==> src/rtl/caf_pkg.sv <==
// Package for the CPU ALU with flags: operation codes, flag positions and the
// structs passed between the top level and its compute units. No dependencies.
package caf_pkg;

  localparam int OpW = 5;

  localparam logic [OpW-1:0] OP_INC8  = 5'd0;
  localparam logic [OpW-1:0] OP_DEC8  = 5'd1;
  localparam logic [OpW-1:0] OP_SCF   = 5'd2;
  localparam logic [OpW-1:0] OP_CCF   = 5'd3;
  localparam logic [OpW-1:0] OP_CPL   = 5'd4;
  localparam logic [OpW-1:0] OP_DAA   = 5'd5;
  localparam logic [OpW-1:0] OP_ADDHL = 5'd6;
  localparam logic [OpW-1:0] OP_SPE8  = 5'd7;
  localparam logic [OpW-1:0] OP_ADD   = 5'd8;
  localparam logic [OpW-1:0] OP_ADC   = 5'd9;
  localparam logic [OpW-1:0] OP_SUB   = 5'd10;
  localparam logic [OpW-1:0] OP_SBC   = 5'd11;
  localparam logic [OpW-1:0] OP_AND   = 5'd12;
  localparam logic [OpW-1:0] OP_XOR   = 5'd13;
  localparam logic [OpW-1:0] OP_OR    = 5'd14;
  localparam logic [OpW-1:0] OP_CP    = 5'd15;
  localparam logic [OpW-1:0] OP_RLC   = 5'd16;
  localparam logic [OpW-1:0] OP_RRC   = 5'd17;
  localparam logic [OpW-1:0] OP_RL    = 5'd18;
  localparam logic [OpW-1:0] OP_RR    = 5'd19;
  localparam logic [OpW-1:0] OP_SLA   = 5'd20;
  localparam logic [OpW-1:0] OP_SRA   = 5'd21;
  localparam logic [OpW-1:0] OP_SWAP  = 5'd22;
  localparam logic [OpW-1:0] OP_SRL   = 5'd23;
  localparam logic [OpW-1:0] OP_BIT   = 5'd24;
  localparam logic [OpW-1:0] OP_RES   = 5'd25;
  localparam logic [OpW-1:0] OP_SET   = 5'd26;
  localparam logic [OpW-1:0] OP_INC16 = 5'd27;
  localparam logic [OpW-1:0] OP_DEC16 = 5'd28;

  // Flag bit positions within the 4-bit flag word.
  localparam int FlagZ = 3;
  localparam int FlagN = 2;
  localparam int FlagH = 1;
  localparam int FlagC = 0;

  localparam logic [7:0] DaaLimit   = 8'h99;
  localparam logic [7:0] DaaHiAdj   = 8'h60;
  localparam logic [7:0] DaaLoAdj   = 8'h06;
  localparam logic [3:0] DaaLoLimit = 4'h9;

  typedef struct packed {
    logic [OpW-1:0]    op;
    logic [7:0]        a_in;
    logic [3:0]        flags_in;
    logic [7:0]        operand_byte;
    logic [2:0]        bit_index;
    logic [15:0]       hl_in;
    logic [15:0]       sp_in;
    logic [15:0]       operand_word;
    logic signed [7:0] offset;
  } caf_item_t;

  typedef struct packed {
    logic [7:0] a_out;
    logic [7:0] res8;
    logic [3:0] flags;
  } caf_byte_res_t;

  typedef struct packed {
    logic [15:0] res16;
    logic [3:0]  flags;
    logic        flags_valid;
  } caf_word_res_t;

endpackage

==> src/rtl/caf_byte_unit.sv <==
// 8-bit datapath of the CPU ALU: accumulator arithmetic, logic, DAA, rotates,
// shifts, swap and bit operations with their flags. Depends on caf_pkg.
module caf_byte_unit (
  input  caf_pkg::caf_item_t     item,
  output caf_pkg::caf_byte_res_t res
);
  import caf_pkg::*;

  logic [7:0] a;
  logic [7:0] d;
  logic [3:0] f;
  logic       cy;
  logic       cs;
  logic [8:0] sum9;
  logic [4:0] half5;
  logic [8:0] diff9;
  logic [4:0] hdiff5;
  logic [7:0] r8;
  logic [7:0] bit_mask;
  logic       daa_lo;
  logic       daa_hi;
  logic [7:0] daa_add;
  logic [7:0] daa_sub;
  logic [7:0] daa_a;
  logic       daa_c;
  logic       sh_c;

  assign a = item.a_in;
  assign d = item.operand_byte;
  assign f = item.flags_in;

  assign cy     = (item.op == OP_ADC) ? f[FlagC] : 1'b0;
  assign cs     = (item.op == OP_SBC) ? f[FlagC] : 1'b0;
  assign sum9   = {1'b0, a} + {1'b0, d} + {8'b0, cy};
  assign half5  = {1'b0, a[3:0]} + {1'b0, d[3:0]} + {4'b0, cy};
  assign diff9  = {1'b0, a} - {1'b0, d} - {8'b0, cs};
  assign hdiff5 = {1'b0, a[3:0]} - {1'b0, d[3:0]} - {4'b0, cs};

  assign bit_mask = 8'd1 << item.bit_index;

  // Decimal adjust: both corrections are decided from the incoming value.
  assign daa_lo  = f[FlagH] | (a[3:0] > DaaLoLimit);
  assign daa_hi  = f[FlagC] | (a > DaaLimit);
  assign daa_add = a + (daa_hi ? DaaHiAdj : 8'd0) + (daa_lo ? DaaLoAdj : 8'd0);
  assign daa_sub = a - (f[FlagC] ? DaaHiAdj : 8'd0) - (f[FlagH] ? DaaLoAdj : 8'd0);
  assign daa_a   = f[FlagN] ? daa_sub : daa_add;
  assign daa_c   = f[FlagN] ? f[FlagC] : daa_hi;

  always_comb begin
    r8   = 8'd0;
    sh_c = 1'b0;
    case (item.op)
      OP_RLC: begin
        r8 = {d[6:0], d[7]};
        sh_c = d[7];
      end
      OP_RRC: begin
        r8 = {d[0], d[7:1]};
        sh_c = d[0];
      end
      OP_RL: begin
        r8 = {d[6:0], f[FlagC]};
        sh_c = d[7];
      end
      OP_RR: begin
        r8 = {f[FlagC], d[7:1]};
        sh_c = d[0];
      end
      OP_SLA: begin
        r8 = {d[6:0], 1'b0};
        sh_c = d[7];
      end
      OP_SRA: begin
        r8 = {d[7], d[7:1]};
        sh_c = d[0];
      end
      OP_SWAP: begin
        r8 = {d[3:0], d[7:4]};
      end
      OP_SRL: begin
        r8 = {1'b0, d[7:1]};
        sh_c = d[0];
      end
      default: begin
        r8 = 8'd0;
      end
    endcase
  end

  always_comb begin
    res.a_out = a;
    res.res8  = 8'd0;
    res.flags = f;
    case (item.op)
      OP_INC8: begin
        res.res8  = d + 8'd1;
        res.flags = {(d == 8'hff), 1'b0, (d[3:0] == 4'hf), f[FlagC]};
      end
      OP_DEC8: begin
        res.res8  = d - 8'd1;
        res.flags = {(d == 8'h01), 1'b1, (d[3:0] == 4'h0), f[FlagC]};
      end
      OP_SCF: res.flags = {f[FlagZ], 1'b0, 1'b0, 1'b1};
      OP_CCF: res.flags = {f[FlagZ], 1'b0, 1'b0, ~f[FlagC]};
      OP_CPL: begin
        res.a_out = ~a;
        res.flags = {f[FlagZ], 1'b1, 1'b1, f[FlagC]};
      end
      OP_DAA: begin
        res.a_out = daa_a;
        res.flags = {(daa_a == 8'd0), f[FlagN], 1'b0, daa_c};
      end
      OP_ADD, OP_ADC: begin
        res.a_out = sum9[7:0];
        res.flags = {(sum9[7:0] == 8'd0), 1'b0, half5[4], sum9[8]};
      end
      OP_SUB, OP_SBC: begin
        res.a_out = diff9[7:0];
        res.flags = {(diff9[7:0] == 8'd0), 1'b1, hdiff5[4], diff9[8]};
      end
      OP_CP: begin
        res.flags = {(diff9[7:0] == 8'd0), 1'b1, hdiff5[4], diff9[8]};
      end
      OP_AND: begin
        res.a_out = a & d;
        res.flags = {((a & d) == 8'd0), 1'b0, 1'b1, 1'b0};
      end
      OP_XOR: begin
        res.a_out = a ^ d;
        res.flags = {((a ^ d) == 8'd0), 1'b0, 1'b0, 1'b0};
      end
      OP_OR: begin
        res.a_out = a | d;
        res.flags = {((a | d) == 8'd0), 1'b0, 1'b0, 1'b0};
      end
      OP_RLC, OP_RRC, OP_RL, OP_RR, OP_SLA, OP_SRA, OP_SWAP, OP_SRL: begin
        res.res8  = r8;
        res.flags = {(r8 == 8'd0), 1'b0, 1'b0, sh_c};
      end
      OP_BIT: res.flags = {((d & bit_mask) == 8'd0), 1'b0, 1'b1, f[FlagC]};
      OP_RES: res.res8 = d & ~bit_mask;
      OP_SET: res.res8 = d | bit_mask;
      default: begin
        res.a_out = a;
      end
    endcase
  end

endmodule

==> src/rtl/caf_word_unit.sv <==
// 16-bit datapath of the CPU ALU: add HL, SP plus signed offset, and 16-bit
// increment and decrement. Depends on caf_pkg.
module caf_word_unit (
  input  caf_pkg::caf_item_t     item,
  output caf_pkg::caf_word_res_t res
);
  import caf_pkg::*;

  logic [16:0] hl_sum;
  logic [12:0] hl_half;
  logic [15:0] sp_sum;
  logic [4:0]  sp_half;
  logic [8:0]  sp_low;
  logic [3:0]  f;

  assign f       = item.flags_in;
  assign hl_sum  = {1'b0, item.hl_in} + {1'b0, item.operand_word};
  assign hl_half = {1'b0, item.hl_in[11:0]} + {1'b0, item.operand_word[11:0]};
  assign sp_sum  = item.sp_in + {{8{item.offset[7]}}, item.offset};
  // H and C for SP plus offset come from the unsigned low-byte sum.
  assign sp_half = {1'b0, item.sp_in[3:0]} + {1'b0, item.offset[3:0]};
  assign sp_low  = {1'b0, item.sp_in[7:0]} + {1'b0, item.offset[7:0]};

  always_comb begin
    res.res16       = 16'd0;
    res.flags       = f;
    res.flags_valid = 1'b0;
    case (item.op)
      OP_ADDHL: begin
        res.res16       = hl_sum[15:0];
        res.flags       = {f[FlagZ], 1'b0, hl_half[12], hl_sum[16]};
        res.flags_valid = 1'b1;
      end
      OP_SPE8: begin
        res.res16       = sp_sum;
        res.flags       = {1'b0, 1'b0, sp_half[4], sp_low[8]};
        res.flags_valid = 1'b1;
      end
      OP_INC16: res.res16 = item.operand_word + 16'd1;
      OP_DEC16: res.res16 = item.operand_word - 16'd1;
      default: begin
        res.res16 = 16'd0;
      end
    endcase
  end

endmodule

==> src/rtl/cpu_alu_with_flags_unit.sv <==
// Top level of the 8-bit CPU ALU with Z/N/H/C flags: input register, byte and
// word compute units, result register. Depends on caf_pkg, caf_byte_unit, caf_word_unit.
//
// Usage:
//   An operation is transferred in at a rising edge of clk where start is high and
//   busy is low. busy is held low: the unit takes a new operation in every cycle.
//   The operation and all of its operands are captured in an input register, the
//   byte and word units evaluate it combinationally, and the outcome is captured in
//   the result register.
//   An operation transferred at an edge passes the input register and then the result
//   register; its result shows on a_out, byte_result, flags_out and word_result, with
//   done high, for a single cycle, and is transferred at the edge that ends that cycle.
//   Throughput is one operation per cycle, set by the single register stage on
//   each side of the compute logic.
//   The receiver cannot hold results off; each result is transferred at the edge
//   that ends its done cycle, so no result storage beyond the output register is
//   needed.
//   Flags that an operation does not define pass through from flags_in. Unused
//   opcodes return the accumulator and flags unchanged with zero results.
//   A synchronous reset on rst clears the valid bits of both stages, so nothing
//   in flight at reset comes out as a result.
module cpu_alu_with_flags_unit (
  input  logic              clk,
  input  logic              rst,
  input  logic              start,
  output logic              busy,
  input  logic [4:0]        op,
  input  logic [7:0]        a_in,
  input  logic [3:0]        flags_in,
  input  logic [7:0]        operand_byte,
  input  logic [2:0]        bit_index,
  input  logic [15:0]       hl_in,
  input  logic [15:0]       sp_in,
  input  logic [15:0]       operand_word,
  input  logic signed [7:0] offset,
  output logic              done,
  output logic [7:0]        a_out,
  output logic [7:0]        byte_result,
  output logic [3:0]        flags_out,
  output logic [15:0]       word_result
);
  import caf_pkg::*;

  caf_item_t     item;
  logic          item_valid;
  caf_byte_res_t bres;
  caf_word_res_t wres;

  // The pipeline never stalls, so the unit is never busy.
  assign busy = 1'b0;

  // Input register: the payload needs no reset, only its valid bit does.
  always_ff @(posedge clk) begin
    if (rst) begin
      item_valid <= 1'b0;
    end else begin
      item_valid <= start;
    end
  end

  always_ff @(posedge clk) begin
    if (start) begin
      item.op           <= op;
      item.a_in         <= a_in;
      item.flags_in     <= flags_in;
      item.operand_byte <= operand_byte;
      item.bit_index    <= bit_index;
      item.hl_in        <= hl_in;
      item.sp_in        <= sp_in;
      item.operand_word <= operand_word;
      item.offset       <= offset;
    end
  end

  caf_byte_unit u_byte (
    .item (item),
    .res  (bres)
  );

  caf_word_unit u_word (
    .item (item),
    .res  (wres)
  );

  // Result register. The word unit owns the flags for add HL and SP plus
  // offset; for every other operation the byte unit's flags are used.
  always_ff @(posedge clk) begin
    if (rst) begin
      done <= 1'b0;
    end else begin
      done <= item_valid;
    end
  end

  always_ff @(posedge clk) begin
    if (item_valid) begin
      a_out       <= bres.a_out;
      byte_result <= bres.res8;
      flags_out   <= wres.flags_valid ? wres.flags : bres.flags;
      word_result <= wres.res16;
    end
  end

endmodule

==> config.mk <==
export PLATFORM = sky130hd
export DESIGN_NAME = cpu_alu_with_flags_unit
export DESIGN_NICKNAME = d
export VERILOG_FILES = /design/src/rtl/caf_pkg.sv /design/src/rtl/caf_byte_unit.sv /design/src/rtl/caf_word_unit.sv /design/src/rtl/cpu_alu_with_flags_unit.sv
export SDC_FILE = /design/constraint.sdc
export NUM_CORES = 1
export LEC_CHECK = 0
export BUFFER_PORTS_ARGS = -buffer_cell sky130_fd_sc_hd__buf_4
export CAP_MARGIN = 20
export CORE_UTILIZATION = 40
export DETAILED_ROUTE_END_ITERATION = 8
export SLEW_MARGIN = 25
export SYNTH_ARGS = -nofsm -noshare
export SYNTH_HDL_FRONTEND = slang
export SYNTH_SLANG_ARGS = --single-unit
==> constraint.sdc <==
create_clock -name clk -period 4.7 [get_ports clk]
set_input_delay 0 -clock clk [delete_from_list [all_inputs] [get_ports clk]]
set_output_delay 0 -clock clk [all_outputs]
set_load 0.005 [all_outputs]
==> run summary <==
status = finished, final reports clean
DRC viols = 0
P&R area growth vs syn = 28.3%
Core Region = 22600 sq um
deepest clock path buffer count = 2
Inserted Diodes = 0
Setup-failing EPs final = 0
grt met2 use = 42.1%
vias per cell = 5.70
Avg Inst Size Synth = 10.0 sq um
number of synthesis warnings = 0
pin count of the biggest net entering global routing = 56
power after layout = 3.75 mW
Setup CP Type = register to register
met3 GRT Util = 3.80%
CP Launch Type = register
Syn Nets = 1113
num rows = 55
fmax = 238 MHz
DIE AREA = 23700 sq um
Total GRT Usage = 24.2%
vias in the first global route = 8161
CP max stage cell = edfxtp_1
Most Used Layer, Global Route = met2
Final Util = 52.3%
critical path, cell by cell = nand2_1, or3_1, inv_1, ha_1, a21oi_2, o221ai_2, a311o_1, a21o_1, a2111oi_2, or3_2, xor2_1, o221ai_2
top_reg_cell synth = edfxtp_1
M1 GR Usage = 30.0%
Clk Latency, worst-skew pair = 0.43 ns
Max Cap Viol = 0
WL/cell = 19.6 um
most used cell, CP = o221ai_2
Root Buffer = clkbuf_16
ys async rst share = 0%
Yosys cell types = 87
Worst setup EP type = register
Yosys reg bits = 122
Final Hold Viols = 0
Setup Skew = 0.0148 ns
DP Wirelength = 20000 um
Slew Viols, Final = 0
worst ir drop on vdd = 0.255 mV
initial antenna violation count = 0
H-tree Lvls = 4
WP data arrival = 4.37 ns
wire length of the first global-routing pass = 44100 um
Post-layout nets = 1314
Seq/Total Area, Yosys = 39.4%
Post-synth EDFFs = 120
DR pass1 iterations = 6
Die H = 154 um
Slowest Stage Delay on Critical Path = 0.69 ns
Crit path buffers/inverters = 1
post-route ant nets = 0
Vias = 8110
pwr/cell area = 316 nW/um^2
Tmin final = 4.21 ns
Clock Pin Slew Worst Setup and Hold Paths = 0.07 ns
Worst Path Max Fanout = 20
Final TNS setup = 0 ns
Slew HR = 39.1%
PortBufs = 123
# fillers = 2001
final wirelength = 27900 um
Final Cycle Share = 89.5%
Detailed Route Iter0 Violations = 647
DIE WIDTH = 154 um
Post-Synthesis Cells = 923
total congestion overflow = 0
Mapped Area = 9240 sq um
clk sinks = 122
CTS tree = built
CP required = 4.87 ns
Hold WC Path Type = input port to register
I/O pin cnt = 125
Pleak = 4.75 nW
setup ws final = 0.495 ns
Initial Util = 40.8%
Top Family by Delay on Critical Path = compound AO/OA/AOI/OAI gates
Placement Setup Slack = 0.609 ns
unrepaired setup endpoints after global routing = no
layout cells sized above 1 = 16.6%
GPL Wtd Cong = 0.914
Num CTS Buffers = 17
postcts setup bufs = 0
Least-Margin Pin Slew = 0.910 ns
[per-layer routing]
layer  up-vias  share of wire [%]
met5         -                  0
met4         0                2.5
met3        48                4.5
met2       288                 50
met1      3851                 43
li1       3923                  -
[what timing repair did]
| item | 4_1_cts | 5_1_grt |
|---|---|---|
| gates resized for setup | 0 | 0 |
| hold buffers | 85 | 0 |
| hold endpoints to repair | 86 | 0 |
[cell usage in the layout, fill, tap and decap left out, types with 8 or more instances in the layout]
master / instances
a21oi_1: 56
fa_1: 8
xor2_1: 28
nand3_1: 22
nand4_1: 11
nor2b_1: 11
ha_1: 95
nand2_1: 51
o211ai_1: 9
nor2_1: 73
o21ai_0: 51
nor3_1: 29
clkbuf_16: 17
xnor2_1: 38
a221oi_1: 8
edfxtp_1: 120
inv_1: 42
dlygate4sd3_1: 85
a21o_1: 21
nand2b_1: 18
a22oi_1: 9
buf_4: 135
o22ai_1: 17
[worst paths after layout]
check | startpoint | end | slack, ns | cells after the start
max | item[82]$_DFFE_PP_ | word_result[13]$_DFFE_PP_ | 0.49 | 12
min | start | item[38]$_DFFE_PP_ | 0.02 | 1
max reg2reg | item[82]$_DFFE_PP_ | word_result[13]$_DFFE_PP_ | 0.49 | 12
min reg2reg | item[40]$_DFFE_PP_ | word_result[0]$_DFFE_PP_ | 0.71 | 3
[synth_stat cells, types with 17 or more instances]
library cell / number / area share, %
ha_1: 95 / 13
clkbuf_1: 23 / 0.93
xnor2_1: 38 / 3.6
nand3_1: 22 / 1.2
nor3_1: 30 / 1.6
a21o_1: 21 / 1.7
o21ai_0: 51 / 2.8
edfxtp_1: 120 / 39
o22ai_1: 17 / 1.2
inv_1: 42 / 1.7
a21oi_1: 56 / 3.0
nor2_1: 73 / 3.0
nand2_1: 51 / 2.1
nand2b_1: 18 / 1.2
xor2_1: 28 / 2.7
[sequential cells by signal (all words and copies together) (netlist names)]
name,cells
a_out,8
byte_result,8
done,1
flags_out,4
item,84
item_valid,1
word_result,16
[per-stage QoR]
| stage | area (sq um) | std cells | hold slack [ns] |
|---|---|---|---|
| floorplan | 9240 | 923 | 0.0716 |
| finish | 11900 | 1422 | 0.0237 |
| detailed placement | 10400 | 1305 | 0.161 |
| global route | 11900 | 1422 | 0.0439 |
| global placement | 10400 | 1305 | 0.160 |
| CTS | 11800 | 1422 | 0.0403 |
[worst reg2reg max path, delay by kind of cell (launching register included)]
| kind | cells | cell delay (ns) |
|---|---|---|
| compound gates | 6 | 1.45 |
| simple gates | 3 | 0.79 |
| flops | 1 | 0.69 |
| buf+inv | 1 | 0.44 |
| fa+ha+maj | 1 | 0.41 |
| xor+xnor | 1 | 0.18 |
[kinds of logic after synthesis]
logic type / share of synthesized area, %
flops: 39.4
mux: 0.907
simple gates: 15.0
compound gates: 20.0
buf+inv: 3.71
other cells: 0.0406
fa+ha+maj: 14.6
xor+xnor: 6.26
[power by group]
group	internal, mW	switching [mW]
registers	1.30	0.0901
clock network	0.740	0.570
logic	0.481	0.566
[final cells by class]
type,instances,area [sq um],share of cell area (%)
clock buffers,18,429,3.62
clock inverters,14,135,1.14
inverters,43,161,1.36
multi-input cells,720,5260,44.4
flip-flops and latches,122,3650,30.8
well taps,285,357,3.01
repair buffers,220,1860,15.7
No activity file was read; power rests on OpenSTA's default activity.
